$ cat src/design/mfp_pkg.sv
// Package for the message frame parser: field widths, codes and the magic table.
package mfp_pkg;

   // Field widths
   localparam int BYTE_W   = 8;
   localparam int ROLE_W   = 2;
   localparam int STATUS_W = 2;
   localparam int PORT_W   = 16;
   localparam int POS_W    = 16;
   localparam int COUNT_W  = 16;

   // Configuration port
   localparam int CSR_INDEX_W = 2;
   localparam int CSR_DATA_W  = 16;
   localparam logic [CSR_INDEX_W-1:0] CSR_NAME_LIMIT    = 2'd0;
   localparam logic [CSR_INDEX_W-1:0] CSR_PAYLOAD_LIMIT = 2'd1;

   localparam logic [BYTE_W-1:0]  NAME_LIMIT_RESET    = 8'd63;
   localparam logic [COUNT_W-1:0] PAYLOAD_LIMIT_RESET = 16'd1023;

   // Shortest frame that can carry a full header
   localparam int MIN_HEADER = 8;

   // Byte role tags
   localparam logic [ROLE_W-1:0] ROLE_HEADER  = 2'd0;
   localparam logic [ROLE_W-1:0] ROLE_NAME    = 2'd1;
   localparam logic [ROLE_W-1:0] ROLE_PAYLOAD = 2'd2;
   localparam logic [ROLE_W-1:0] ROLE_TRUNC   = 2'd3;

   // Frame status codes
   localparam logic [STATUS_W-1:0] STATUS_OK        = 2'd0;
   localparam logic [STATUS_W-1:0] STATUS_SHORT     = 2'd1;
   localparam logic [STATUS_W-1:0] STATUS_BAD_MAGIC = 2'd2;

   typedef logic [BYTE_W-1:0] byte_type;

   // Expected magic byte at each of the first four positions
   function automatic byte_type magic_byte(input logic [1:0] idx);
      byte_type value;
      unique case (idx)
         2'd0: value = 8'h4e;
         2'd1: value = 8'h4d;
         2'd2: value = 8'h4c;
         2'd3: value = 8'h01;
         default: value = 8'h00;
      endcase
      return value;
   endfunction

endpackage

$ cat src/design/mfp_channels.sv
// Valid/ready channel interfaces for the frame parser: request, response and register write.
interface mfp_req_if;
   import mfp_pkg::*;
   logic                valid;
   logic                ready;
   logic [BYTE_W-1:0]   data_byte;
   logic                last_byte;
   modport source (output valid, data_byte, last_byte, input ready);
   modport sink   (input valid, data_byte, last_byte, output ready);
endinterface

interface mfp_rsp_if;
   import mfp_pkg::*;
   logic                valid;
   logic                ready;
   logic [BYTE_W-1:0]   byte_value;
   logic [ROLE_W-1:0]   byte_role;
   logic                frame_done;
   logic [STATUS_W-1:0] status;
   logic [BYTE_W-1:0]   msg_type;
   logic [BYTE_W-1:0]   name_length;
   logic [PORT_W-1:0]   port;
   logic [COUNT_W-1:0]  payload_count;
   modport source (output valid, byte_value, byte_role, frame_done, status, msg_type,
                   name_length, port, payload_count, input ready);
   modport sink   (input valid, byte_value, byte_role, frame_done, status, msg_type,
                   name_length, port, payload_count, output ready);
endinterface

interface mfp_csr_if;
   import mfp_pkg::*;
   logic                   valid;
   logic                   ready;
   logic [CSR_INDEX_W-1:0] index;
   logic [CSR_DATA_W-1:0]  data;
   modport source (output valid, index, data, input ready);
   modport sink   (input valid, index, data, output ready);
endinterface

$ cat src/design/message_frame_parser.sv
// Top level of the message frame parser: per-byte frame decode with a registered result.
//
//  Channel  Dir  Payload                                          Accepted when
//  req      in   data_byte, last_byte                             req.valid & req.ready
//  rsp      out  byte_value, byte_role, frame_done, status,       rsp.valid & rsp.ready
//                msg_type, name_length, port, payload_count
//  csr      in   index (0 name_limit, 1 payload_limit), data      csr.valid & csr.ready
//
// One byte per cycle unless stalled: each accepted item is decoded from the frame state
// in the cycle it arrives; its result is in the output register on the next cycle.
// req.ready is high while the output register is empty or being emptied, so a stalled
// consumer holds the result and stops intake. csr.ready is always high.
// Reset (synchronous) clears frame state and sets the limits to 63 and 1023.
module message_frame_parser (
   input  logic          clock,
   input  logic          reset,
   mfp_req_if.sink       req,
   mfp_rsp_if.source     rsp,
   mfp_csr_if.sink       csr
);
   import mfp_pkg::*;

   localparam int EXT_W = POS_W + 1;

   // Configuration registers
   logic [BYTE_W-1:0]  name_limit_ff;
   logic [COUNT_W-1:0] payload_limit_ff;

   // Frame state
   logic [POS_W-1:0]   pos_ff,       pos_in;
   logic               magic_bad_ff, magic_bad_in;
   logic [BYTE_W-1:0]  type_ff,      type_in;
   logic [BYTE_W-1:0]  decl_len_ff,  decl_len_in;
   logic [PORT_W-1:0]  port_ff,      port_in;
   logic [COUNT_W-1:0] kept_ff,      kept_in;

   // Result register
   logic                rsp_valid_ff,  rsp_valid_in;
   logic [BYTE_W-1:0]   value_ff;
   logic [ROLE_W-1:0]   role_ff,       role_in;
   logic                done_ff;
   logic [STATUS_W-1:0] status_ff,     status_in;
   logic [BYTE_W-1:0]   out_type_ff,   out_type_in;
   logic [BYTE_W-1:0]   out_nl_ff,     out_nl_in;
   logic [PORT_W-1:0]   out_port_ff,   out_port_in;
   logic [COUNT_W-1:0]  out_count_ff,  out_count_in;

   logic               accept;
   logic [EXT_W-1:0]   pos_ext;
   logic [EXT_W-1:0]   name_end;
   logic [BYTE_W-1:0]  name_index;
   logic               final_status_ok;

   assign accept    = req.valid && req.ready;
   assign req.ready = !rsp_valid_ff || rsp.ready;
   assign csr.ready = 1'b1;

   assign pos_ext    = {1'b0, pos_ff};
   assign name_end   = EXT_W'(decl_len_ff) + EXT_W'(6);
   assign name_index = BYTE_W'(pos_ff - POS_W'(6));

   // Decode of one byte against the frame state
   always_comb begin
      magic_bad_in = magic_bad_ff;
      type_in      = type_ff;
      decl_len_in  = decl_len_ff;
      port_in      = port_ff;
      kept_in      = kept_ff;
      role_in      = ROLE_HEADER;

      if (pos_ff < POS_W'(4)) begin
         if (req.data_byte != magic_byte(pos_ff[1:0])) begin
            magic_bad_in = 1'b1;
         end
      end else if (pos_ff == POS_W'(4)) begin
         type_in = req.data_byte;
      end else if (pos_ff == POS_W'(5)) begin
         decl_len_in = req.data_byte;
      end else if (pos_ext < name_end) begin
         role_in = (name_index < name_limit_ff) ? ROLE_NAME : ROLE_TRUNC;
      end else if (pos_ext == name_end) begin
         port_in = {req.data_byte, port_ff[BYTE_W-1:0]};
      end else if (pos_ext == name_end + EXT_W'(1)) begin
         port_in = {port_ff[PORT_W-1:BYTE_W], req.data_byte};
      end else begin
         if (kept_ff < payload_limit_ff) begin
            kept_in = kept_ff + COUNT_W'(1);
            role_in = ROLE_PAYLOAD;
         end else begin
            role_in = ROLE_TRUNC;
         end
      end

      // A failed magic discards this byte and the rest of the frame
      if (magic_bad_in) begin
         role_in = ROLE_HEADER;
      end
   end

   // Frame status on the last byte, header fields only for a good frame
   always_comb begin
      status_in = STATUS_OK;
      if (req.last_byte) begin
         priority if (pos_ff < POS_W'(MIN_HEADER - 1)) begin
            status_in = STATUS_SHORT;
         end else if (magic_bad_in) begin
            status_in = STATUS_BAD_MAGIC;
         end else if (pos_ext < name_end + EXT_W'(1)) begin
            status_in = STATUS_SHORT;
         end else begin
            status_in = STATUS_OK;
         end
      end
      final_status_ok = req.last_byte && (status_in == STATUS_OK);
      out_type_in  = final_status_ok ? type_in     : '0;
      out_nl_in    = final_status_ok ? decl_len_in : '0;
      out_port_in  = final_status_ok ? port_in     : '0;
      out_count_in = final_status_ok ? kept_in     : '0;
   end

   // Next byte position, saturating; cleared after the last byte
   always_comb begin
      if (req.last_byte) begin
         pos_in = '0;
      end else if (pos_ff != '1) begin
         pos_in = pos_ff + POS_W'(1);
      end else begin
         pos_in = pos_ff;
      end
   end

   assign rsp_valid_in = accept || (rsp_valid_ff && !rsp.ready);

   // Configuration writes
   always_ff @(posedge clock) begin
      if (reset) begin
         name_limit_ff    <= NAME_LIMIT_RESET;
         payload_limit_ff <= PAYLOAD_LIMIT_RESET;
      end else if (csr.valid && csr.ready) begin
         unique case (csr.index)
            CSR_NAME_LIMIT:    name_limit_ff    <= csr.data[BYTE_W-1:0];
            CSR_PAYLOAD_LIMIT: payload_limit_ff <= csr.data[COUNT_W-1:0];
            default: ;
         endcase
      end
   end

   // Frame state update
   always_ff @(posedge clock) begin
      if (reset) begin
         pos_ff       <= '0;
         magic_bad_ff <= 1'b0;
         type_ff      <= '0;
         decl_len_ff  <= '0;
         port_ff      <= '0;
         kept_ff      <= '0;
      end else if (accept) begin
         pos_ff <= pos_in;
         if (req.last_byte) begin
            magic_bad_ff <= 1'b0;
            type_ff      <= '0;
            decl_len_ff  <= '0;
            port_ff      <= '0;
            kept_ff      <= '0;
         end else begin
            magic_bad_ff <= magic_bad_in;
            type_ff      <= type_in;
            decl_len_ff  <= decl_len_in;
            port_ff      <= port_in;
            kept_ff      <= kept_in;
         end
      end
   end

   // Result register
   always_ff @(posedge clock) begin
      if (reset) begin
         rsp_valid_ff <= 1'b0;
      end else begin
         rsp_valid_ff <= rsp_valid_in;
      end
   end

   always_ff @(posedge clock) begin
      if (accept) begin
         value_ff     <= req.data_byte;
         role_ff      <= role_in;
         done_ff      <= req.last_byte;
         status_ff    <= status_in;
         out_type_ff  <= out_type_in;
         out_nl_ff    <= out_nl_in;
         out_port_ff  <= out_port_in;
         out_count_ff <= out_count_in;
      end
   end

   assign rsp.valid         = rsp_valid_ff;
   assign rsp.byte_value    = value_ff;
   assign rsp.byte_role     = role_ff;
   assign rsp.frame_done    = done_ff;
   assign rsp.status        = status_ff;
   assign rsp.msg_type      = out_type_ff;
   assign rsp.name_length   = out_nl_ff;
   assign rsp.port          = out_port_ff;
   assign rsp.payload_count = out_count_ff;

endmodule

$ cat src/flat_wrapper.sv
// flat-port wrapper written by rule: the top's interface ports become plain ports
module message_frame_parser_flat import mfp_pkg::*;
  (clock, reset, req_valid, req_data_byte, req_last_byte, req_ready, rsp_valid, rsp_byte_value, rsp_byte_role, rsp_frame_done, rsp_status, rsp_msg_type, rsp_name_length, rsp_port, rsp_payload_count, rsp_ready, csr_valid, csr_index, csr_data, csr_ready);
  mfp_req_if req_i ();
  mfp_rsp_if rsp_i ();
  mfp_csr_if csr_i ();
  input  logic clock;
  input  logic reset;
  input wire logic [$bits(req_i.valid)-1:0] req_valid;
  input wire logic [$bits(req_i.data_byte)-1:0] req_data_byte;
  input wire logic [$bits(req_i.last_byte)-1:0] req_last_byte;
  output wire logic [$bits(req_i.ready)-1:0] req_ready;
  output wire logic [$bits(rsp_i.valid)-1:0] rsp_valid;
  output wire logic [$bits(rsp_i.byte_value)-1:0] rsp_byte_value;
  output wire logic [$bits(rsp_i.byte_role)-1:0] rsp_byte_role;
  output wire logic [$bits(rsp_i.frame_done)-1:0] rsp_frame_done;
  output wire logic [$bits(rsp_i.status)-1:0] rsp_status;
  output wire logic [$bits(rsp_i.msg_type)-1:0] rsp_msg_type;
  output wire logic [$bits(rsp_i.name_length)-1:0] rsp_name_length;
  output wire logic [$bits(rsp_i.port)-1:0] rsp_port;
  output wire logic [$bits(rsp_i.payload_count)-1:0] rsp_payload_count;
  input wire logic [$bits(rsp_i.ready)-1:0] rsp_ready;
  input wire logic [$bits(csr_i.valid)-1:0] csr_valid;
  input wire logic [$bits(csr_i.index)-1:0] csr_index;
  input wire logic [$bits(csr_i.data)-1:0] csr_data;
  output wire logic [$bits(csr_i.ready)-1:0] csr_ready;
  assign req_i.valid = req_valid;
  assign req_i.data_byte = req_data_byte;
  assign req_i.last_byte = req_last_byte;
  assign req_ready = req_i.ready;
  assign rsp_valid = rsp_i.valid;
  assign rsp_byte_value = rsp_i.byte_value;
  assign rsp_byte_role = rsp_i.byte_role;
  assign rsp_frame_done = rsp_i.frame_done;
  assign rsp_status = rsp_i.status;
  assign rsp_msg_type = rsp_i.msg_type;
  assign rsp_name_length = rsp_i.name_length;
  assign rsp_port = rsp_i.port;
  assign rsp_payload_count = rsp_i.payload_count;
  assign rsp_i.ready = rsp_ready;
  assign csr_i.valid = csr_valid;
  assign csr_i.index = csr_index;
  assign csr_i.data = csr_data;
  assign csr_ready = csr_i.ready;
  message_frame_parser u_core (.clock(clock), .reset(reset), .req(req_i), .rsp(rsp_i), .csr(csr_i));
endmodule
$ cat config.mk
export PLATFORM = sky130hd
export DESIGN_NAME = message_frame_parser_flat
export DESIGN_NICKNAME = d
export VERILOG_FILES = /design/src/design/mfp_pkg.sv /design/src/design/mfp_channels.sv /design/src/design/message_frame_parser.sv /design/src/flat_wrapper.sv
export SDC_FILE = /design/constraint.sdc
export NUM_CORES = 1
export LEC_CHECK = 0
export BUFFER_PORTS_ARGS = -buffer_cell sky130_fd_sc_hd__clkbuf_2
export CORE_MARGIN = 1.5
export CORE_UTILIZATION = 59
export DETAILED_ROUTE_END_ITERATION = 7
export PLACE_DENSITY = 0.83
export SLEW_MARGIN = 40
export SYNTH_ARGS = -nofsm -noshare
export SYNTH_HDL_FRONTEND = slang
export SYNTH_SLANG_ARGS = --single-unit
$ cat constraint.sdc
create_clock -name clock -period 4 [get_ports clock]
set_input_delay 0.4 -clock clock [delete_from_list [all_inputs] [get_ports clock]]
set_output_delay 0.4 -clock clock [all_outputs]
set_load 0.01 [all_outputs]
# Word level (Yosys, flattened, before mapping)
# Index checks and enable logic that the tools add are counted.
# Widths: inputs -> output; s select.
# word_totals
regBits	151
input_bits	32
output_inout_bits	64
wordCells	91
# op_classes
addsub	5
order_cmp	6
eq_ne	10
muxes	38
n_reduce_logical	15
# ops
op	count
$mux 16	16
$mux 8	9
$add 16x1->16 const B	2
$eq 16x3->1 const B	2
$lt 16x3->1 const B	2
$pmux 8 s4	1
$add 17x1->17 const B	1
$eq 16x17->1	1
$lt 16x17->1	1
$eq 16x9->1	1
$lt 16x16->1	1
$lt 16x9->1	1
$ne 16x16->1 const B	1
$mux 2	7
$add 8x3->9 const B	1
$lt 8x8->1	1
$ne 8x8->1	1
$sub 8x3->8 const B	1
$logic_not 2->1	3
$reduce_and 2->1	3
$mux 1	5
$eq 2x1->1 const B	2
$eq 2x2->1 const B	2
$reduce_or 4->1	1
4 further kinds	8

# Depth between registers and ports, before layout
# Gate-level depths: netlist of the first run.
# logic_depth
ltp_word	11
ltp_mapped	17

# Worst setup path after synthesis of the first run
# No wires, ideal clock.
# synth_timing
path_kind	register -> register
startpoint	register u_core.decl_len_ff[1]
endpoint	register u_core.port_ff[5]
setup_ps	128
t_arrival_ps	3444
slack_ps	428
stages_incl_launch_ff	15
n_path_buf	1
synth_period_minus_slack_ps	3572
path_cell_list	dfxtp_1 -> inv_1 -> ha_1 -> nor2_1 -> xnor2_1 -> or2_2 -> o41a_1 -> ha_1 -> nand3_1 -> or3_1 -> a2111o_1 -> buf_6 -> a21o_4 -> a22oi_1 -> nor2_1
# synth_between
elab_chain_len	10
word_cells_on_any_way	12
# synth_rtl
item	line	rtl
start: declaration	message_frame_parser.sv:33	logic [BYTE_W-1:0] decl_len_ff, decl_len_in;
start signal: assignment	message_frame_parser.sv:168	decl_len_ff <= decl_len_in;
$add 8x3->9 (*)	message_frame_parser.sv:59	assign name_end = EXT_W'(decl_len_ff) + EXT_W'(6);
$add 17x1->17	message_frame_parser.sv:83	end else if (pos_ext == name_end + EXT_W'(1)) begin
$eq 16x17->1	message_frame_parser.sv:83	
$mux 8	message_frame_parser.sv:83	
$mux 16	message_frame_parser.sv:81	end else if (pos_ext == name_end) begin
$mux 16 (*)	message_frame_parser.sv:79	end else if (pos_ext < name_end) begin
$mux 16 (*)	message_frame_parser.sv:77	end else if (pos_ff == POS_W'(5)) begin
$mux 16 (*)	message_frame_parser.sv:75	end else if (pos_ff == POS_W'(4)) begin
$mux 16 (*)	message_frame_parser.sv:71	if (pos_ff < POS_W'(4)) begin
$mux 16 (*)	message_frame_parser.sv:159	if (req.last_byte) begin
end signal: assignment	message_frame_parser.sv:169	port_ff <= port_in;
end: declaration	message_frame_parser.sv:34	logic [PORT_W-1:0] port_ff, port_in;
# Mark *: on every way between the ends. The rest lies on a longest branch, timed or not.
# A chain may end at the register's enable or synchronous reset.

# Worst setup path in the final report of the first run
# layout_timing
startpoint	register u_core.decl_len_ff[2]
endpoint	register u_core.out_port_ff[7], in the netlist u_core.rsp.port[7] (data pin)
# layout_between
elab_chain_len	9
word_cells_on_any_way	18
# layout_rtl
item	line	rtl
$add 8x3->9 (*)	message_frame_parser.sv:59	
$add 17x1->17	message_frame_parser.sv:83, message_frame_parser.sv:108	
$lt 16x17->1 or $eq 16x17->1 (tied branches)	message_frame_parser.sv:108, message_frame_parser.sv:83	
$mux 1 or $mux 8 (tied branches)	message_frame_parser.sv:108, message_frame_parser.sv:83	
$mux 2 or $mux 16 (tied branches)	message_frame_parser.sv:106, message_frame_parser.sv:81	
$mux 2 or $mux 16 (tied branches)	message_frame_parser.sv:104, message_frame_parser.sv:79	
$mux 2 or $mux 16 (tied branches)	message_frame_parser.sv:103, message_frame_parser.sv:77	
$logic_not 2->1 or $mux 16 (tied branches)	message_frame_parser.sv:114, message_frame_parser.sv:75	
$logic_and 1x1->1 or $mux 16 (tied branches)	message_frame_parser.sv:114, message_frame_parser.sv:71	
end signal: assignment	message_frame_parser.sv:192	out_port_ff <= out_port_in;
end: declaration	message_frame_parser.sv:45	logic [PORT_W-1:0] out_port_ff, out_port_in;
# Marked as above.

==> qor.csv, run 1 <==
metric,value,unit
dieArea,14600,sq um
netSwitchingFraction,0.247,
setup_violations,0,
drtPass1Iterations,8,
cap_violations,0,
crit_fanout,9,
rsz0062_at_grt,no,
overflow,0,
grt_pass1_vias,6589,
final_area,9430,sq um
initial_core_util,0.613,
max_freq,0.264,GHz
rr_startpoint,u_core.decl_len_ff[2],
wirelength,20.5,mm
cp.required,4190,ps
holdPathStages,2,
synth_cell_type_count,68,
clockPowerShare,0.469,
worstHoldStart,csr_data[8],
dp_hpwl,13.6,mm
portBuffers,94,
antenna_found_initial,1,
synth_warnings,0,
cts_root_buffer,clkbuf_16,
synth_edf_count,61,
worst_slew_pin_slew,802,ps
synthCells,871,
rr_worst_depth,13,
cts_setup_buffers,0,
ys_ff_latch,151,
num-nets-final,1030,
antenna_cells,0,
critPathKind,reg2reg,
place_area,8810,sq um
syn_area,8210,sq um
h-tree-depth,4,
via_per_inst,6.22,
clk_latency,440,ps
p_int,2.66,mW
layout_commonest_cell,nor2_1,
grt_max_degree,70,
crit_start,u_core.decl_len_ff[2],
switchingPower,872,uW
route.vias.total,7078,
ant_nets,0,
path_clk_slew,70,ps
cts_buffer_depth,2,
power.total,3.53,mW
pwr-share-comb,0.062,
power_density,374,nW/um^2
finalCritPeriodShare,0.947,
hp-class,in2reg,
grt_pass1_wl,32.8,mm
syn2layout_area_growth,14.9,%
seq_area_frac_synth,0.443,
seqPwrFrac,0.469,
synthFlopType,dfxtp_1,
timing.slew.headroom,0.465,
status,"complete, no violations",
maxSlewViolCount,0,
routedWlPerCell,18.0,um
core_area,13400,sq um
finalHoldViolCount,0,
critPathLaunchType,register,
p_leak,3.78,nW
end_kind,register,
fp.dieH,121,um
rows,42,
initialDrtViolationCount,774,
cts_buffers,17,
cts.sinks,151,
worst_clock_skew,5.20,ps
die_x,121,um
arrival,3980,ps
fin_crit,3790,ps
final.setup.tns,0,ps
tritoncts,done,
drc,0,
avgSynthCellArea,9.42,sq um
design.portCount,96,
globalplace.congestion,0.894,
grt_use_total,0.286,
drive_above_1_share,0.172,
synth-async-reset-ratio,0,
most-common-layout-cells,"nor2_1 (117), clkbuf_2 (94), dfxtp_1 (90)",
ir_drop,301,uV
layer usage:
metal  GRT usage  vias up  part of all wire
met4       0.111        0             0.020
met3      0.0573       38             0.087
met2       0.462      359              0.47
li1            -     3338                 -
met1       0.379     3343              0.42
met5           0        -                 0
synthesized netlist by cell type (3+ instances only):
cell,count,share of area
and4_1,3,0.0032
nor2_1,118,0.054
nand2_1,54,0.025
a21o_1,9,0.0082
o21ai_1,5,0.0030
o311ai_1,11,0.012
nor2b_1,14,0.011
buf_2,6,0.0037
mux2i_1,32,0.039
buf_6,4,0.0055
nor2_2,3,0.0023
xnor2_1,14,0.015
xor2_1,15,0.016
nand2b_1,4,0.0030
a211o_1,16,0.017
nand4_1,22,0.017
clkbuf_1,35,0.016
buf_4,6,0.0055
a21oi_1,41,0.025
edfxtp_1,61,0.22
and3_1,6,0.0046
ha_1,49,0.075
inv_1,45,0.021
o31ai_1,12,0.011
nor3_1,23,0.014
o211ai_1,4,0.0037
or3_1,10,0.0076
nand3b_1,8,0.0073
a22oi_1,33,0.030
or4_1,14,0.013
a211oi_1,3,0.0027
nand4b_1,6,0.0064
and2_1,4,0.0030
a31oi_1,8,0.0061
nor4_1,5,0.0038
dfxtp_1,90,0.22
nor3b_1,6,0.0055
nand3_1,24,0.015
o21ai_0,12,0.0073
what timing repair did:
item | in CTS | in global routing
resized for setup | 0 | 2
hold buffers | 0 | 0
endpoints found under the hold margin | 0 | 0
endpoints found under the setup margin | 0 | 22
power by group through the flow:
stage / Combinational (mW) / Sequential [mW] / Clock [mW]
floorplan: 0.106 / 1.71 / 0
global placement: 0.209 / 1.69 / 0
detailed placement: 0.213 / 1.69 / 0
CTS: 0.215 / 1.66 / 1.66
global route: 0.237 / 1.66 / 1.73
finish: 0.218 / 1.66 / 1.66
through the flow:
| step | worst slack (ps) | cells | utilization | hold slack, ps |
|---|---|---|---|---|
| after detailed placement | 148 | 1106 | 0.657 | 448 |
| after floorplan | 428 | 872 | - | 436 |
| after CTS | 97.2 | 1138 | 0.703 | 165 |
| after global routing | 13.2 | 1138 | 0.704 | 165 |
| after global placement | 295 | 1106 | 0.657 | 443 |
| final | 212 | 1138 | 0.704 | 168 |
layout make-up:
cell class / count / area [sq um]
tap: 176 / 220
sequential: 151 / 3630
timing repair buffer: 109 / 612
multi-input combinational: 622 / 4180
inverter: 48 / 180
fill: 1015 / 3970
clock inverter: 15 / 185
clock buffer: 17 / 425
sequential cells by signal, summed over array words and instances, names as in the netlist, 8 cells and up:
signal and cells:
u_core.rsp.byte_value 8, u_core.payload_limit_ff 16, u_core.pos_ff 16, u_core.port_ff 16
u_core.rsp.name_length 8, u_core.decl_len_ff 8, u_core.rsp.port 16, u_core.kept_ff 16
u_core.rsp.payload_count 16, u_core.name_limit_ff 8, u_core.type_ff 8, u_core.rsp.msg_type 8
worst max-delay path, stage by stage, from the launching register on:
cell and delay, ps:
dfxtp_1 400, inv_1 80, ha_1 220, nor2_2 150, xnor2_1 120, or2_2 350
o41a_1 420, ha_1 300, nand3_1 100, or3_1 440, a2111o_1 440, buf_4 230
mux2i_1 230, nor2_1 70
kinds of logic after synthesis:
logic type / Yosys count / synth area share
AND/OR/NAND/NOR: 332 / 0.204
AO/OA/AOI/OAI: 177 / 0.153
flip-flops: 151 / 0.443
buffers and inverters: 99 / 0.0526
adder cells (fa/ha/maj): 49 / 0.0747
multiplexers: 32 / 0.0390
XOR/XNOR: 30 / 0.0337
other: 1 / 0.000457
worst paths after layout:
path / end / slack [ps]
setup / recovery: u_core.rsp.port[7] / 210
hold / removal: u_core.payload_limit_ff[8] / 170
setup reg to reg: u_core.rsp.port[7] / 210
hold reg to reg: u_core.payload_limit_ff[11] / 460
Note: power is estimated with default switching activity, not from simulation.
==> run 2, diff against run 1 <==
--- a/config.mk
+++ b/config.mk
@@ -5,11 +5,13 @@
 export SDC_FILE = /design/constraint.sdc
 export NUM_CORES = 1
 export LEC_CHECK = 0
+export ABC_AREA = 1
 export BUFFER_PORTS_ARGS = -buffer_cell sky130_fd_sc_hd__clkbuf_2
+export CORE_ASPECT_RATIO = 1.2
 export CORE_MARGIN = 1.5
 export CORE_UTILIZATION = 59
 export DETAILED_ROUTE_END_ITERATION = 7
-export PLACE_DENSITY = 0.83
+export PLACE_DENSITY = 0.82
 export SLEW_MARGIN = 40
 export SYNTH_ARGS = -nofsm -noshare
 export SYNTH_HDL_FRONTEND = slang
==> run 2 against run 1 <==
Compared with the run above:
- first-iteration DRC count is 7.5% higher
- cell area fell by 0.21%
- maximum frequency up 3.9%
- clock skew rose by 1.6 ps
- synthesized area up 1.0%
- utilization is 2.0 points lower
- worst hold slack improved by 2.1 ps
- synthesized cell count is 23% higher
- sequential share of layout area is 0.082 points higher
- sequential power hardly changed
- critical path type unchanged
- largest cell class unchanged
==> qor.csv, run 2 <==
metric,value,unit,change
synth_warnings,0,,unchanged
portBuffers,94,,unchanged
routedWlPerCell,15.4,um,-14%
design.portCount,96,,unchanged
wirelength,20.6,mm,+0.92%
worst_clock_skew,6.76,ps,+1.57 ps
ctsResizeCount,0,,unchanged
cap_violations,0,,unchanged
grt_use_total,0.281,,-0.00484
hold_buffers,0,,unchanged
synth_cell_type_count,43,,-37%
timing.slew.headroom,0.497,,+0.0319
tritoncts,done,,
maxSlewViolCount,0,,unchanged
setup_violations,0,,unchanged
cp.required,4180,ps,about the same
rows,47,,+12%
dieArea,14800,sq um,+1.0%
crit_fanout,5,,-4
grt_pass1_wl,33.2,mm,+0.99%
cts_buffer_depth,2,,unchanged
ys_ff_latch,151,,unchanged
syn2layout_area_growth,13.5,%,
layout_commonest_cell,nand2_1,,
route.vias.total,7513,,+6.1%
critPathKind,reg2reg,,
drive_above_1_share,0.134,,-0.0376
avgSynthCellArea,7.72,sq um,-18%
grt_max_degree,77,,+10%
arrival,3830,ps,-150 ps
finalCoreUtilization,0.684,,-0.0199
cts_root_buffer,clkbuf_16,,
power_density,362,nW/um^2,-3.4%
cts_setup_buffers,0,,unchanged
syn_area,8290,sq um,+1.0%
cts.sinks,151,,unchanged
core_area,13800,sq um,+2.7%
antenna_found_initial,0,,-1
worst_slew_pin_slew,753,ps,-48.7 ps
synthTopCellsByArea,"edfxtp_1 (22%), dfxtp_1 (22%), nand2_1 (10%), ha_1 (7.4%), inv_1 (6.7%)",,
fin_crit,3640,ps,-143 ps
ant_nets,0,,unchanged
synth_top_area_share,0.221,,-0.00226
synthFlopType,dfxtp_1,,
num-nets-final,1240,,+20%
globalplace.congestion,0.940,,+5.1%
initialDrtViolationCount,832,,+7.5%
synth_most_common_cell,nand2_1,,
end_kind,register,,
cts_buffers,17,,unchanged
h-tree-depth,4,,unchanged
clk_latency,430,ps,about the same
finalHoldViolCount,0,,unchanged
fp.dieH,133,um,+9.9%
status,"complete, no violations",,
drtPass1Iterations,5,,-3
antenna_cells,0,,unchanged
seq_area_frac_synth,0.438,,-0.00447
synthCells,1074,,+23%
yosys-top-cells-count,"nand2_1 (231), inv_1 (148), nor2_1 (107)",,
ir_drop,454,uV,+51%
path_clk_slew,60,ps,about the same
hp-class,in2reg,,
most-common-layout-cells,"nand2_1 (231), inv_1 (148), nor2_1 (106)",,
overflow,0,,unchanged
p_leak,4.03,nW,+6.6%
via_per_inst,5.59,,-10%
die_x,111,um,-8.0%
dp_hpwl,14.2,mm,+4.6%
synth_edf_count,61,,unchanged
critPathLaunchType,register,,
initial_core_util,0.603,,-0.00995
grt_pass1_vias,6919,,+5.0%
synth-async-reset-ratio,0,,unchanged
rsz0062_at_grt,no,,
final.setup.tns,0,ps,unchanged
synth_top_area_cell,edfxtp_1,,
drc,0,,unchanged
finalCritPeriodShare,0.911,,-0.0358
max_freq,0.274,GHz,+3.9%
==> run 2: kinds of logic after synthesis <==
kind of cell,synth area share
simple gates,0.269
flops,0.438
other cells,0.000452
compound gates,0.113
buf+inv,0.0917
xor+xnor,0.0137
fa+ha+maj,0.0739
==> run 2: cell type report <==
type / instances / area [sq um]
Fill cell: 1101 / 4350
Multi-Input combinational cell: 732 / 3910
Sequential cell: 151 / 3630
Inverter: 156 / 586
Timing Repair Buffer: 101 / 527
Clock buffer: 20 / 447
Tap cell: 171 / 214
Clock inverter: 12 / 103
==> run 2: power by group <==
group	internal (mW)	total, mW	switching (mW)
registers	1.65	1.66	0.0155
logic	0.0680	0.229	0.161
clock network	0.866	1.51	0.649
==> run 2: through the flow <==
step / power, mW / instances / worst slack, ps / instance area, sq um / hold WS [ps]
2_1_floorplan: 1.83 / 1075 / 792 / 8300 / 429
3_3_place_gp: 1.91 / 1311 / 588 / 8860 / 451
3_5_place_dp: 1.92 / 1311 / 417 / 8860 / 456
4_1_cts: 3.41 / 1343 / 383 / 9410 / 168
5_1_grt: 3.51 / 1343 / 2.86 / 9410 / 169
6_report: 3.40 / 1343 / 355 / 9410 / 171
==> run 2: path summary, 6_finish.rpt <==
kind                         startpoint  slack (ps)                           to  cells after the start
setup / recovery  u_core.decl_len_ff[1]         360  u_core.rsp.payload_count[7]                     20
hold / removal         req_data_byte[5]         170     u_core.rsp.byte_value[5]                      1
setup reg to reg  u_core.decl_len_ff[1]         360  u_core.rsp.payload_count[7]                     20
hold reg to reg       u_core.port_ff[6]         470            u_core.port_ff[6]                      2
==> run 2: critical path: stages (launching register included) <==
cell and delay [ps]:
dfxtp_1 370, inv_1 110, ha_1 220, inv_1 70, nand2_1 90, nor3_1 230, xor2_1 190, inv_1 100
o31ai_1 270, inv_1 70, ha_1 320, nand2_1 100, inv_1 60, nand4_1 150, nor2_1 60, a21oi_1 310
nand3b_1 130, nor3_1 240, nand3_1 130, nand2_1 110, nor2_1 40
==> run 2: metal layers <==
| layer | GRT usage | wire length [um] |
|---|---|---|
| met1 | 0.337 | 8460 |
| met2 | 0.489 | 10200 |
| met3 | 0.0531 | 1370 |
| met4 | 0.127 | 633 |
| met5 | 0 | 0 |
==> run 3, diff against run 2 <==
--- a/config.mk
+++ b/config.mk
@@ -7,11 +7,13 @@
 export LEC_CHECK = 0
 export ABC_AREA = 1
 export BUFFER_PORTS_ARGS = -buffer_cell sky130_fd_sc_hd__clkbuf_2
+export CELL_PAD_IN_SITES_DETAIL_PLACEMENT = 0
+export CELL_PAD_IN_SITES_GLOBAL_PLACEMENT = 1
 export CORE_ASPECT_RATIO = 1.2
 export CORE_MARGIN = 1.5
-export CORE_UTILIZATION = 59
+export CORE_UTILIZATION = 44
 export DETAILED_ROUTE_END_ITERATION = 7
-export PLACE_DENSITY = 0.82
+export PLACE_DENSITY = 0.83
 export SLEW_MARGIN = 40
 export SYNTH_ARGS = -nofsm -noshare
 export SYNTH_HDL_FRONTEND = slang
==> run 3 against run 2 <==
Compared with the run above:
- sequential share of layout area shrank 0.56 points
- die area grew 33%
- first-iteration DRC count shrank 41%
- sequential power is essentially flat
- highest routed layer unchanged
- non-clock buffer count is the same
==> qor.csv, run 3 (synthesis results as in run 2) <==
metric,value,unit,change
rows,54,,+15%
maxSlewViolCount,0,,unchanged
cts_setup_buffers,0,,unchanged
crit_fanout,6,,+1
routedWlPerCell,14.8,um,-3.9%
ir_drop,262,uV,-42%
hold_buffers,0,,unchanged
portBuffers,94,,unchanged
finalCoreUtilization,0.522,,-0.162
arrival,3690,ps,-140 ps
initial_core_util,0.453,,-0.150
drc,0,,unchanged
h-tree-depth,4,,unchanged
antenna_cells,0,,unchanged
final.setup.tns,0,ps,unchanged
dieArea,19700,sq um,+33%
critPathLaunchType,register,,
layout_commonest_cell,nand2_1,,
end_kind,register,,
cap_violations,0,,unchanged
timing.slew.headroom,0.482,,-0.0154
globalplace.congestion,0.954,,+1.5%
ctsResizeCount,0,,unchanged
core_area,18300,sq um,+33%
cts.sinks,151,,unchanged
reg2reg_slack,480,ps,+120 ps
drtPass1Iterations,5,,unchanged
grt_pass1_wl,34.5,mm,+3.9%
overflow,0,,unchanged
finalCritPeriodShare,0.881,,-0.0307
most-common-layout-cells,"nand2_1 (231), inv_1 (148), nor2_1 (106)",,
drive_above_1_share,0.138,,+0.00427
setup_violations,0,,unchanged
hp-class,in2reg,,
num-nets-final,1240,,unchanged
ant_nets,0,,unchanged
antenna_found_initial,0,,unchanged
rsz0062_at_grt,no,,
power_density,361,nW/um^2,-0.14%
p_leak,4.04,nW,+0.41%
grt_pass1_vias,6731,,-2.7%
initialDrtViolationCount,488,,-41%
grt_use_total,0.223,,-0.0575
dp_hpwl,15.0,mm,+5.6%
route.vias.total,7212,,-4.0%
critPathKind,reg2reg,,
worst_clock_skew,9.17,ps,+2.41 ps
cts_root_buffer,clkbuf_16,,
power.total,3.45,mW,+1.3%
status,"complete, no violations",,
wirelength,21.0,mm,+1.9%
design.portCount,96,,unchanged
fp.dieH,153,um,+15%
max_freq,0.284,GHz,+3.5%
tritoncts,done,,
path_clk_slew,60,ps,about the same
cts_buffers,17,,unchanged
die_x,128,um,+15%
worst_slew_pin_slew,776,ps,+23.1 ps
fin_crit,3520,ps,-123 ps
cp.required,4170,ps,about the same
grt_max_degree,77,,unchanged
clk_latency,430,ps,about the same
via_per_inst,5.06,,-9.5%
cts_buffer_depth,2,,unchanged
finalHoldViolCount,0,,unchanged
syn2layout_area_growth,15.2,%,
run 3: cell types whose count changed in the layout (fill, tap and decap cells not counted), sizes merged:
cell	before	now
inv	156	161
clkinvlp	5	4
clkbuf	114	111
clkinv	6	5
run 3: critical path: stages, from the launching register on:
cell and delay, ps:
dfxtp_1 390, inv_1 120, ha_1 220, inv_1 70, nand3_1 60, nand2_1 60
o21ai_0 150, inv_1 120, nand4_1 160, o31ai_2 240, inv_1 70, ha_1 310
nand2_1 90, nor3_1 220, nand2_1 80, nor2_1 200, nor2_1 90, nand2_1 90
nor2_1 40, nand3_1 130, nor2_4 80, nand3_1 90, nand2_1 80, nand2_1 70
nor2_1 50
run 3: power breakdown:
group / leakage [nW] / internal (mW) / switching (mW)
clock network: 0.266 / 0.868 / 0.692
logic: 2.43 / 0.0680 / 0.161
registers: 1.34 / 1.64 / 0.0154
run 3: per-layer routing:
| layer | part of all wire | global-route usage | wire length, um |
|---|---|---|---|
| met2 | 0.48 | 0.379 | 10100 |
| met4 | 0.013 | 0.0653 | 267 |
| met1 | 0.47 | 0.292 | 9910 |
| met3 | 0.034 | 0.0361 | 722 |
| met5 | 0 | 0 | 0 |
run 3: stage by stage:
step | instance area, sq um | cells | worst slack, ps | hold WS, ps
after floorplan | 8300 | 1075 | 792 | 429
after global placement | 8960 | 1392 | 542 | 448
after detailed placement | 8970 | 1392 | 487 | 455
after CTS | 9530 | 1424 | 451 | 165
after global routing | 9550 | 1424 | 42.5 | 168
final | 9550 | 1424 | 478 | 178
run 3: area by class of cell:
cell class	count	area, sq um
clock inverters	15	143
inverters	156	586
fillers	1793	8760
well taps	252	315
flip-flops and latches	151	3630
clock buffers	17	425
multi-input cells	732	3920
repair buffers	101	527
run 3: worst paths after layout:
path / cells after the start / end / from
worst min register to register: 2 / u_core.payload_limit_ff[14] / u_core.payload_limit_ff[14]
worst max-delay path: 24 / u_core.rsp.payload_count[13] / u_core.decl_len_ff[1]
worst min-delay path: 1 / u_core.rsp.byte_value[6] / req_data_byte[6]
worst max register to register: 24 / u_core.rsp.payload_count[13] / u_core.decl_len_ff[1]
